File: config.mk
export PLATFORM = sky130hd
export DESIGN_NAME = turtle_plotter_grid_unit
export DESIGN_NICKNAME = d
export VERILOG_FILES = /design/src/rtl/tpg_pkg.sv /design/src/rtl/turtle_plotter_grid_unit.sv
export SDC_FILE = /design/constraint.sdc
export NUM_CORES = 2
export LEC_CHECK = 0
export ABC_AREA = 0
export BUFFER_PORTS_ARGS = -buffer_cell sky130_fd_sc_hd__buf_2
export CAP_MARGIN = 0
export CORE_MARGIN = 1.5
export CORE_UTILIZATION = 40
export CTS_BUF_LIST = sky130_fd_sc_hd__clkbuf_4 sky130_fd_sc_hd__clkbuf_8
export DETAILED_ROUTE_END_ITERATION = 12
export SETUP_SLACK_MARGIN = 0.5
export SYNTH_ARGS = -nofsm -noshare
export SYNTH_HDL_FRONTEND = slang
export SYNTH_SLANG_ARGS = --single-unit
File: constraint.sdc
create_clock -name clk -period 10.3 [get_ports clk]
set_clock_uncertainty 0.05 [all_clocks]
set_input_delay 3.09 -clock clk [delete_from_list [all_inputs] [get_ports clk]]
set_output_delay 3.09 -clock clk [all_outputs]
set_load 0.02 [all_outputs]
File: src/rtl/tpg_pkg.sv
// ----------------------------------------------------------------------------
// tpg_pkg: shared types and constants for the turtle plotter grid unit
// Field widths, stream word layouts, command codes, headings and the
// sequencer states.
// ----------------------------------------------------------------------------
`timescale 1ns / 1ps

package tpg_pkg;

  localparam int GRID_SIZE_DEF = 50;

  localparam int KIND_W      = 3;
  localparam int DIST_W      = 12;
  localparam int ROW_INDEX_W = 6;
  localparam int ROW_BITS_W  = 50;

  localparam int S_TDATA_W = 16;
  localparam int M_TDATA_W = 56;

  typedef enum logic [KIND_W-1:0] {
    KIND_PEN_UP    = 3'd0,
    KIND_PEN_DOWN  = 3'd1,
    KIND_TURN_RIGHT = 3'd2,
    KIND_TURN_LEFT = 3'd3,
    KIND_MOVE      = 3'd4,
    KIND_READOUT   = 3'd5
  } kind_t;

  typedef enum logic [1:0] {
    HEAD_EAST  = 2'd0,
    HEAD_SOUTH = 2'd1,
    HEAD_WEST  = 2'd2,
    HEAD_NORTH = 2'd3
  } heading_t;

  typedef enum logic [2:0] {
    ST_IDLE,
    ST_STEP,
    ST_MARK,
    ST_READ,
    ST_LOAD
  } state_t;

endpackage

File: src/rtl/turtle_plotter_grid_unit.sv
// ----------------------------------------------------------------------------
// turtle_plotter_grid_unit: turtle plotter on a square bitmap
// One command request per input word; a single step unit walks the turtle
// cell by cell and a row memory holds the drawing.
// ----------------------------------------------------------------------------
// Usage:
//   Input stream s_*: one command per request (pen up, pen down, turn right,
//   turn left, move by a distance, readout). s_tready is high only while the
//   sequencer is idle; one command is worked at a time.
//   Output stream m_*: a readout sends GRID_SIZE words, row 0 first, with
//   m_tlast on the final row. Other commands send nothing.
//   Flow: pen and turn commands are done in the idle state. A move walks
//   one step per cycle with the pen up, or passes each step through a step
//   and a mark state with the pen down (read and write of the row memory);
//   steps stop at the grid edge. A readout passes a read state and then
//   sends one row per cycle while m_tready is high, as the single read port allows.
//   A stalled receiver holds the output register and the readout waits on
//   it; once the last row sits in the output register a new command is
//   taken. Reset clears the bitmap through per-row valid bits at once,
//   puts the turtle at row 0, column 0, facing east with the pen up.
// ----------------------------------------------------------------------------
`timescale 1ns / 1ps

module turtle_plotter_grid_unit #(
  parameter int GRID_SIZE = tpg_pkg::GRID_SIZE_DEF
) (
  input  logic                          clk,
  input  logic                          rst,
  input  logic                          s_tvalid,
  output logic                          s_tready,
  input  logic [tpg_pkg::S_TDATA_W-1:0] s_tdata,   // kind[2:0], distance[14:3], zero[15]
  output logic                          m_tvalid,
  input  logic                          m_tready,
  output logic [tpg_pkg::M_TDATA_W-1:0] m_tdata,   // row_index[5:0], row_bits[55:6]
  output logic                          m_tlast    // last_row
);

  localparam int IDX_W = $clog2(GRID_SIZE);
  localparam logic [IDX_W-1:0] LAST_IDX = IDX_W'(GRID_SIZE - 1);

  tpg_pkg::state_t   state, state_next;
  tpg_pkg::heading_t heading, heading_next;
  logic [IDX_W-1:0]  row_pos, row_pos_next;
  logic [IDX_W-1:0]  col_pos, col_pos_next;
  logic              pen_down, pen_down_next;
  logic [tpg_pkg::DIST_W-1:0] dist_cnt, dist_cnt_next;
  logic [IDX_W-1:0]  row_cnt, row_cnt_next;

  logic                          m_tvalid_next;
  logic [tpg_pkg::M_TDATA_W-1:0] m_tdata_next;
  logic                          m_tlast_next;

  logic [GRID_SIZE-1:0] grid_mem [GRID_SIZE];
  logic [GRID_SIZE-1:0] row_valid, row_valid_next;
  logic [GRID_SIZE-1:0] rd_row;
  logic                 rd_valid;
  logic [GRID_SIZE-1:0] rd_cur;
  logic [IDX_W-1:0]     rd_addr;
  logic                 mem_we;
  logic [GRID_SIZE-1:0] wr_row;

  tpg_pkg::kind_t kind;
  logic [tpg_pkg::DIST_W-1:0]     distance;
  logic                           at_edge;
  logic [IDX_W-1:0]               row_nx, col_nx;
  logic                           out_free;
  logic [tpg_pkg::ROW_BITS_W-1:0] row_out;

  assign kind     = tpg_pkg::kind_t'(s_tdata[tpg_pkg::KIND_W-1:0]);
  assign distance = s_tdata[tpg_pkg::KIND_W +: tpg_pkg::DIST_W];
  assign rd_cur   = rd_valid ? rd_row : '0;
  assign out_free = !m_tvalid || m_tready;

  generate
    if (GRID_SIZE >= tpg_pkg::ROW_BITS_W) begin : g_trunc
      assign row_out = rd_cur[tpg_pkg::ROW_BITS_W-1:0];
    end else begin : g_ext
      assign row_out = {{(tpg_pkg::ROW_BITS_W - GRID_SIZE){1'b0}}, rd_cur};
    end
  endgenerate

  // step unit: edge check and next cell along the heading
  always_comb begin
    row_nx  = row_pos;
    col_nx  = col_pos;
    at_edge = 1'b0;
    case (heading)
      tpg_pkg::HEAD_EAST: begin
        at_edge = (col_pos == LAST_IDX);
        col_nx  = col_pos + 1'b1;
      end
      tpg_pkg::HEAD_SOUTH: begin
        at_edge = (row_pos == LAST_IDX);
        row_nx  = row_pos + 1'b1;
      end
      tpg_pkg::HEAD_WEST: begin
        at_edge = (col_pos == '0);
        col_nx  = col_pos - 1'b1;
      end
      default: begin
        at_edge = (row_pos == '0);
        row_nx  = row_pos - 1'b1;
      end
    endcase
  end

  always_comb begin
    state_next     = state;
    heading_next   = heading;
    row_pos_next   = row_pos;
    col_pos_next   = col_pos;
    pen_down_next  = pen_down;
    dist_cnt_next  = dist_cnt;
    row_cnt_next   = row_cnt;
    m_tvalid_next  = m_tvalid && !m_tready;
    m_tdata_next   = m_tdata;
    m_tlast_next   = m_tlast;
    row_valid_next = row_valid;
    s_tready       = 1'b0;
    rd_addr        = row_cnt;
    mem_we         = 1'b0;
    wr_row         = rd_cur | ({{(GRID_SIZE-1){1'b0}}, 1'b1} << col_pos);

    unique case (state)
      tpg_pkg::ST_IDLE: begin
        s_tready = 1'b1;
        if (s_tvalid) begin
          case (kind)
            tpg_pkg::KIND_PEN_UP:     pen_down_next = 1'b0;
            tpg_pkg::KIND_PEN_DOWN:   pen_down_next = 1'b1;
            tpg_pkg::KIND_TURN_RIGHT: heading_next = tpg_pkg::heading_t'(heading + 2'd1);
            tpg_pkg::KIND_TURN_LEFT:  heading_next = tpg_pkg::heading_t'(heading - 2'd1);
            tpg_pkg::KIND_MOVE: begin
              dist_cnt_next = distance;
              state_next    = tpg_pkg::ST_STEP;
            end
            tpg_pkg::KIND_READOUT: begin
              row_cnt_next = '0;
              state_next   = tpg_pkg::ST_READ;
            end
            default: ;
          endcase
        end
      end
      tpg_pkg::ST_STEP: begin
        rd_addr = row_nx;
        if (dist_cnt == '0 || at_edge) begin
          state_next = tpg_pkg::ST_IDLE;
        end else begin
          row_pos_next  = row_nx;
          col_pos_next  = col_nx;
          dist_cnt_next = dist_cnt - 1'b1;
          if (pen_down) state_next = tpg_pkg::ST_MARK;
        end
      end
      tpg_pkg::ST_MARK: begin
        mem_we                  = 1'b1;
        row_valid_next[row_pos] = 1'b1;
        state_next              = tpg_pkg::ST_STEP;
      end
      tpg_pkg::ST_READ: begin
        state_next = tpg_pkg::ST_LOAD;
      end
      tpg_pkg::ST_LOAD: begin
        if (out_free) begin
          m_tvalid_next = 1'b1;
          m_tdata_next  = {row_out, tpg_pkg::ROW_INDEX_W'(row_cnt)};
          m_tlast_next  = (row_cnt == LAST_IDX);
          if (row_cnt == LAST_IDX) begin
            state_next = tpg_pkg::ST_IDLE;
          end else begin
            row_cnt_next = row_cnt + 1'b1;
            rd_addr      = row_cnt + 1'b1;
          end
        end
      end
      default: state_next = tpg_pkg::ST_IDLE;
    endcase
  end

  always_ff @(posedge clk) begin
    if (rst) begin
      state     <= tpg_pkg::ST_IDLE;
      heading   <= tpg_pkg::HEAD_EAST;
      row_pos   <= '0;
      col_pos   <= '0;
      pen_down  <= 1'b0;
      dist_cnt  <= '0;
      row_cnt   <= '0;
      m_tvalid  <= 1'b0;
      row_valid <= '0;
    end else begin
      state     <= state_next;
      heading   <= heading_next;
      row_pos   <= row_pos_next;
      col_pos   <= col_pos_next;
      pen_down  <= pen_down_next;
      dist_cnt  <= dist_cnt_next;
      row_cnt   <= row_cnt_next;
      m_tvalid  <= m_tvalid_next;
      row_valid <= row_valid_next;
    end
  end

  always_ff @(posedge clk) begin
    m_tdata <= m_tdata_next;
    m_tlast <= m_tlast_next;
  end

  // row memory: one write port, one registered read port
  always_ff @(posedge clk) begin
    if (mem_we) grid_mem[row_pos] <= wr_row;
    rd_row   <= grid_mem[rd_addr];
    rd_valid <= row_valid[rd_addr];
  end

endmodule

# Yosys cells after proc, flatten, opt, wreduce, memory -nomap -nowiden
# Memory sizes are Yosys's and may differ from the RTL's. A register that Yosys moved wholly into a read port is not among the register bits.
# Index checks and enable logic that the tools add are counted.
# op_classes
add_sub_neg	8
magnitude_cmp	3
eq_ne	22
shifts	1
mux	33
n_bitwise	3
n_reduce_logical	26
# op_table
cell	n
$or 50x50->50	2
$mux 50	1
$shl 1x6->50 const A	1
$pmux 6 s2	4
$mux 12	3
$mux 6	4
$pmux 12 s2	1
$add 6x1->6 const B	3
$eq 6x6->1 const B	3
$mux 3	5
$pmux 3 s5	1
$lt 6x7->1 const B	2
$eq 3x2->1 const B	4
$logic_not 12->1	1
$logic_not 6->1	2
$reduce_and 3->1	4
$sub 12x1->12 const B	1
$sub 6x1->6 const B	2
$reduce_bool 2->1	5
$eq 3x3->1 const B	3
$mux 1	8
$ne 2x2->1 const B	4
$bmux 1 s6	1
$demux 1 s6	1
23 further kinds	30
# totals
reg_bits	145
ram_bits	2500
in_bits	20
wordCells	109
memories	1
# memory_table
name	words	word_bits	rd	rd_clocked_by_memory_dff	write_ports	line	source
grid_mem	50	50	1	1	1	turtle_plotter_grid_unit.sv:53	logic [GRID_SIZE-1:0] grid_mem [GRID_SIZE];

# Depth between registers and ports, before layout
# depth
ltp_word	6
ltp_mapped	18
ltp_nobuf	13

# Worst setup path before layout
# OpenSTA, ideal clock, no wires.
# synth_path
path_type	input to register
start	input port m_tready
end	register m_tdata[0] (netlist name) (enable)
setup_time_ps	472
t_arrival_ps	5540
path_slack_ps	4238
cell_stages	2
path_buffers	0
cell_sequence	nor2b_1 -> nor2_1
# synth_via
elab_chain_len	2
# synth_lines
element	line	source
from (decl)	turtle_plotter_grid_unit.sv:33	input logic m_tready,
$logic_or 1x1->1	turtle_plotter_grid_unit.sv:72	assign out_free = !m_tvalid || m_tready;
$reduce_and 2->1 (no line)	--	
to (signal assigned)	turtle_plotter_grid_unit.sv:206	m_tdata <= m_tdata_next;
to (decl)	turtle_plotter_grid_unit.sv:34	output logic [tpg_pkg::M_TDATA_W-1:0] m_tdata,
# Every way passes these cells.
# A chain may end at the register's enable or synchronous reset.

# Worst setup path after layout
# layout_path
start	input port m_tready
end	register rd_row[15], read port of grid_mem
# layout_via
elab_chain_len	3
# layout_lines
element	line	source
$logic_or 1x1->1	turtle_plotter_grid_unit.sv:72	
$mux 6	--	
$pmux 6 s2	turtle_plotter_grid_unit.sv:124	unique case (state)
to (decl)	turtle_plotter_grid_unit.sv:55	logic [GRID_SIZE-1:0] rd_row;
# Every way passes these cells.

==> flow_summary_export.csv <==
group,metric,value,unit
run_status,status,"complete, no violations",
drt,remaining_drc_errors,0,
power_and_ir_drop,p_leak,40.6,nW
worst_setup_path,r2r_start,"heading[1]",
placed_design,io_buffers,77,
worst_setup_path,ff2ff_setup_slack,4.81,ns
floorplan,die_w,521,um
power_and_ir_drop,netSwitchingFraction,22.8,%
floorplan,initial_core_util,40.3,%
floorplan,core-area,266000,um2
power_and_ir_drop,p_comb_share,4.7,%
global_route,grt_pass1_wl,492,mm
power_and_ir_drop,ir_drop,0.000115,V
cts,cts_tree,"done",
drt,wl,351,mm
final_layout,final_common_cell,"edfxtp_1",
cts,path_clk_slew,0.06,ns
global_route,gr-total-overflow,0,
worst_setup_path,crit_path_start_kind,"input port",
final_layout,final_cell_mix,"edfxtp_1 (2,557), nand2_1 (1,802), nand3_1 (462)",
floorplan,io-pin-count,79,
worst_hold_path,hold_path_class,"register to register",
drt,ant_nets,0,
cts,clock_latency,1.07,ns
sta,period_share,63.9,%
worst_setup_path,required,11.21,ns
drt,drtIter0Drc,10000,
logic_synthesis,ys_async_sr_fraction,0,%
sta,tns,0,ns
logic_synthesis,ys_warn_count,0,
sta,tightest_slew,1.29,ns
cts,cts_setup_buffers,0,
logic_synthesis,synth_edf_count,2557,
logic_synthesis,synth_simple_gate_area_share,12.2,%
cts,post_cts_resized,0,
logic_synthesis,muxShareOfSynthArea,0.935,%
logic_synthesis,yosys.cell_types.count,85,
power_and_ir_drop,clkPwrFrac,40.8,%
sta,min_period,6.58,ns
drt,wire_per_inst,29.5,um
global_route,grt_pass1_vias,68000,
logic_synthesis,synthAdderAreaFrac,0.224,%
sta,hold_violations,0,
final_layout,area_delta_synth_final,12.5,%
logic_synthesis,syn_nets,7915,
logic_synthesis,synth_xor_area_share,0.106,%
cts,cts-buffers-inserted,431,
worst_setup_path,path_max_fanout,126,
global_route,grt_max_degree,178,
drt,vias_per_cell,6.01,
power_and_ir_drop,power.density,184,nW/um2
drt,drt_pass1_iterations,6,
worst_setup_path,end_kind,"register",
logic_synthesis,avgSynthCellArea,13.6,um2
drt,via_count,71600,
sta,slew_violations,0,
floorplan,rows,189,
cts,root_buffer,"clkbuf_8",
worst_setup_path,cp-startpoint,"m_tready",
power_and_ir_drop,switchingPower,5.08,mW
placed_design,dp_hpwl,177,mm
global_route,grt_usage,25.1,%
cts,cts_hold_buf,0,
power_and_ir_drop,p_seq_share,54.5,%
sta,finalSetupViolCount,0,
cts,htreeDepth,5,
placed_design,post-place-ws,2.78,ns
sta,fmax,152,MHz
logic_synthesis,synth_top_family_by_area,"simple AND/OR/NAND/NOR gates",
floorplan,die_area,271000,um2
cts,clk_path_buf_depth,4,
logic_synthesis,synthTopCellsByArea,"edfxtp_1 (72%), nand2_1 (6.3%), dfxtp_1 (2.6%)",
flow_run,maxCapViolCount,0,
logic_synthesis,yosys.area.top_type,"edfxtp_1",
worst_hold_path,hp-start,"row_valid[16]",
logic_synthesis,synth_compound_area_share,9.89,%
worst_setup_path,cp.arrival,7.49,ns
worst_setup_path,path_class,"input port to register",
final_layout,nets,8060,
placed_design,gp_congestion,0.828,
logic_synthesis,synth.cell_area,107000,um2
sta,setup_ws,3.72,ns
floorplan,die_h,521,um
logic_synthesis,ys_seq_area_share,74.2,%
logic_synthesis,synth_ff_type,"edfxtp_1",
sta,rsz0062_at_grt,"no",
power_and_ir_drop,power.internal,17.2,mW
sta,max-slew-margin-rel,13.8,%
global_route,antenna_found_initial,11,
cts,clock_sinks,2695,
final_layout,drive_above_1_share,13.7,%
logic_synthesis,ys_ff_latch,2695,
logic_synthesis,synth_top_area_share,71.6,%
logic_synthesis,synth_cells,7877,
-- per-layer routing --
metal | routed length (um) | vias up | share of wire [%] | GRT usage (%)
met4 | 17500 | 2 | 5.0 | 11.3
li1 | - | 30300 | - | -
met5 | 16 | - | 0.0046 | 0
met3 | 35000 | 856 | 10 | 4.49
met2 | 163000 | 4015 | 46 | 40.5
met1 | 135000 | 36400 | 39 | 33.3
-- logic make-up (layout without fill, tap and decap cells) --
| family | after synthesis | after routing |
|---|---|---|
| compound gates | 1475 | 1475 |
| xor+xnor | 13 | 13 |
| fa+ha+maj | 18 | 18 |
| buf+inv | 610 | 1100 |
| flops | 2695 | 2695 |
| mux | 100 | 100 |
| other cells | 0 | 14 |
| simple gates | 2966 | 2966 |
-- power groups by stage --
| stage | clock network [mW] | registers (mW) | logic [mW] |
|---|---|---|---|
| floorplan | 0 | 12.4 | 0.626 |
| global placement | 0 | 12.4 | 0.991 |
| detailed placement | 0 | 12.4 | 1.01 |
| CTS | 9.15 | 12.1 | 1.02 |
| global route | 9.60 | 12.1 | 1.10 |
| finish | 9.08 | 12.1 | 1.04 |
-- through the flow --
| step | util, % | instance area, um2 | power, mW | hold WS [ns] | std cells |
|---|---|---|---|---|---|
| 6_report | 45.3 | 121000 | 22.2 | 0.415 | 11900 |
| 5_1_grt | 45.3 | 121000 | 22.8 | 0.435 | 11900 |
| 4_1_cts | 45.3 | 121000 | 22.3 | 0.417 | 11900 |
| 3_5_place_dp | 42.2 | 112000 | 13.4 | 0.403 | 11100 |
| 3_3_place_gp | 42.2 | 112000 | 13.3 | 0.392 | 11100 |
| 2_1_floorplan | - | 107000 | 13.0 | 0.353 | 7877 |
-- synth_stat cells (all sizes together) (12+ instances only) --
| cell | number |
|---|---|
| ha | 16 |
| a311oi | 234 |
| and2 | 52 |
| o21ai | 164 |
| a21oi | 243 |
| a31oi | 151 |
| a211oi | 336 |
| o21ba | 13 |
| clkbuf | 238 |
| buf | 351 |
| a32oi | 86 |
| a32o | 19 |
| and3 | 307 |
| a21boi | 21 |
| nand3 | 463 |
| o32ai | 12 |
| o21bai | 38 |
| a211o | 12 |
| nor2 | 193 |
| mux2i | 98 |
| edfxtp | 2557 |
| or3 | 16 |
| nand4 | 29 |
| nor3 | 25 |
| inv | 21 |
| o211a | 15 |
| dfxtp | 138 |
| nor4 | 16 |
| nand2 | 1806 |
-- registers in the layout, summed over array words and instances (netlist names) --
name       cells
state          3
rd_row        50
m_tdata       56
row_valid     50
row_cnt        6
rd_valid       1
grid_mem    2500
heading        2
pen_down       1
m_tvalid       1
row_pos        6
col_pos        6
m_tlast        1
dist_cnt      12
-- worst max-delay path: stages --
cell	delay (ns)
buf_2	0.10
nand2b_1	0.30
a2111oi_0	0.81
a21oi_4	0.02
buf_4	0.32
nand2_4	0.52
buf_12	0.60
mux2i_1	0.27
mux2i_1	0.08
a2111oi_0	0.65
a211oi_1	0.14
and4_1	0.28
-- final cells by class --
cell class / count / area (um2)
multi-input cells: 4572 / 25700
clock buffers: 621 / 7490
diodes: 14 / 35.0
inverters: 21 / 78.8
fillers: 23500 / 145000
repair buffers: 301 / 2430
clock inverters: 157 / 930
well taps: 3533 / 4420
flip-flops and latches: 2695 / 79500
-- final timing paths --
kind | endpoint | cells past startpoint
worst max register to register | rd_row[24] | 14
worst max-delay path | rd_row[15] | 12
worst min register to register | row_valid[16] | 2
worst min-delay path | row_valid[16] | 2
No activity file was read; power rests on OpenSTA's default activity.
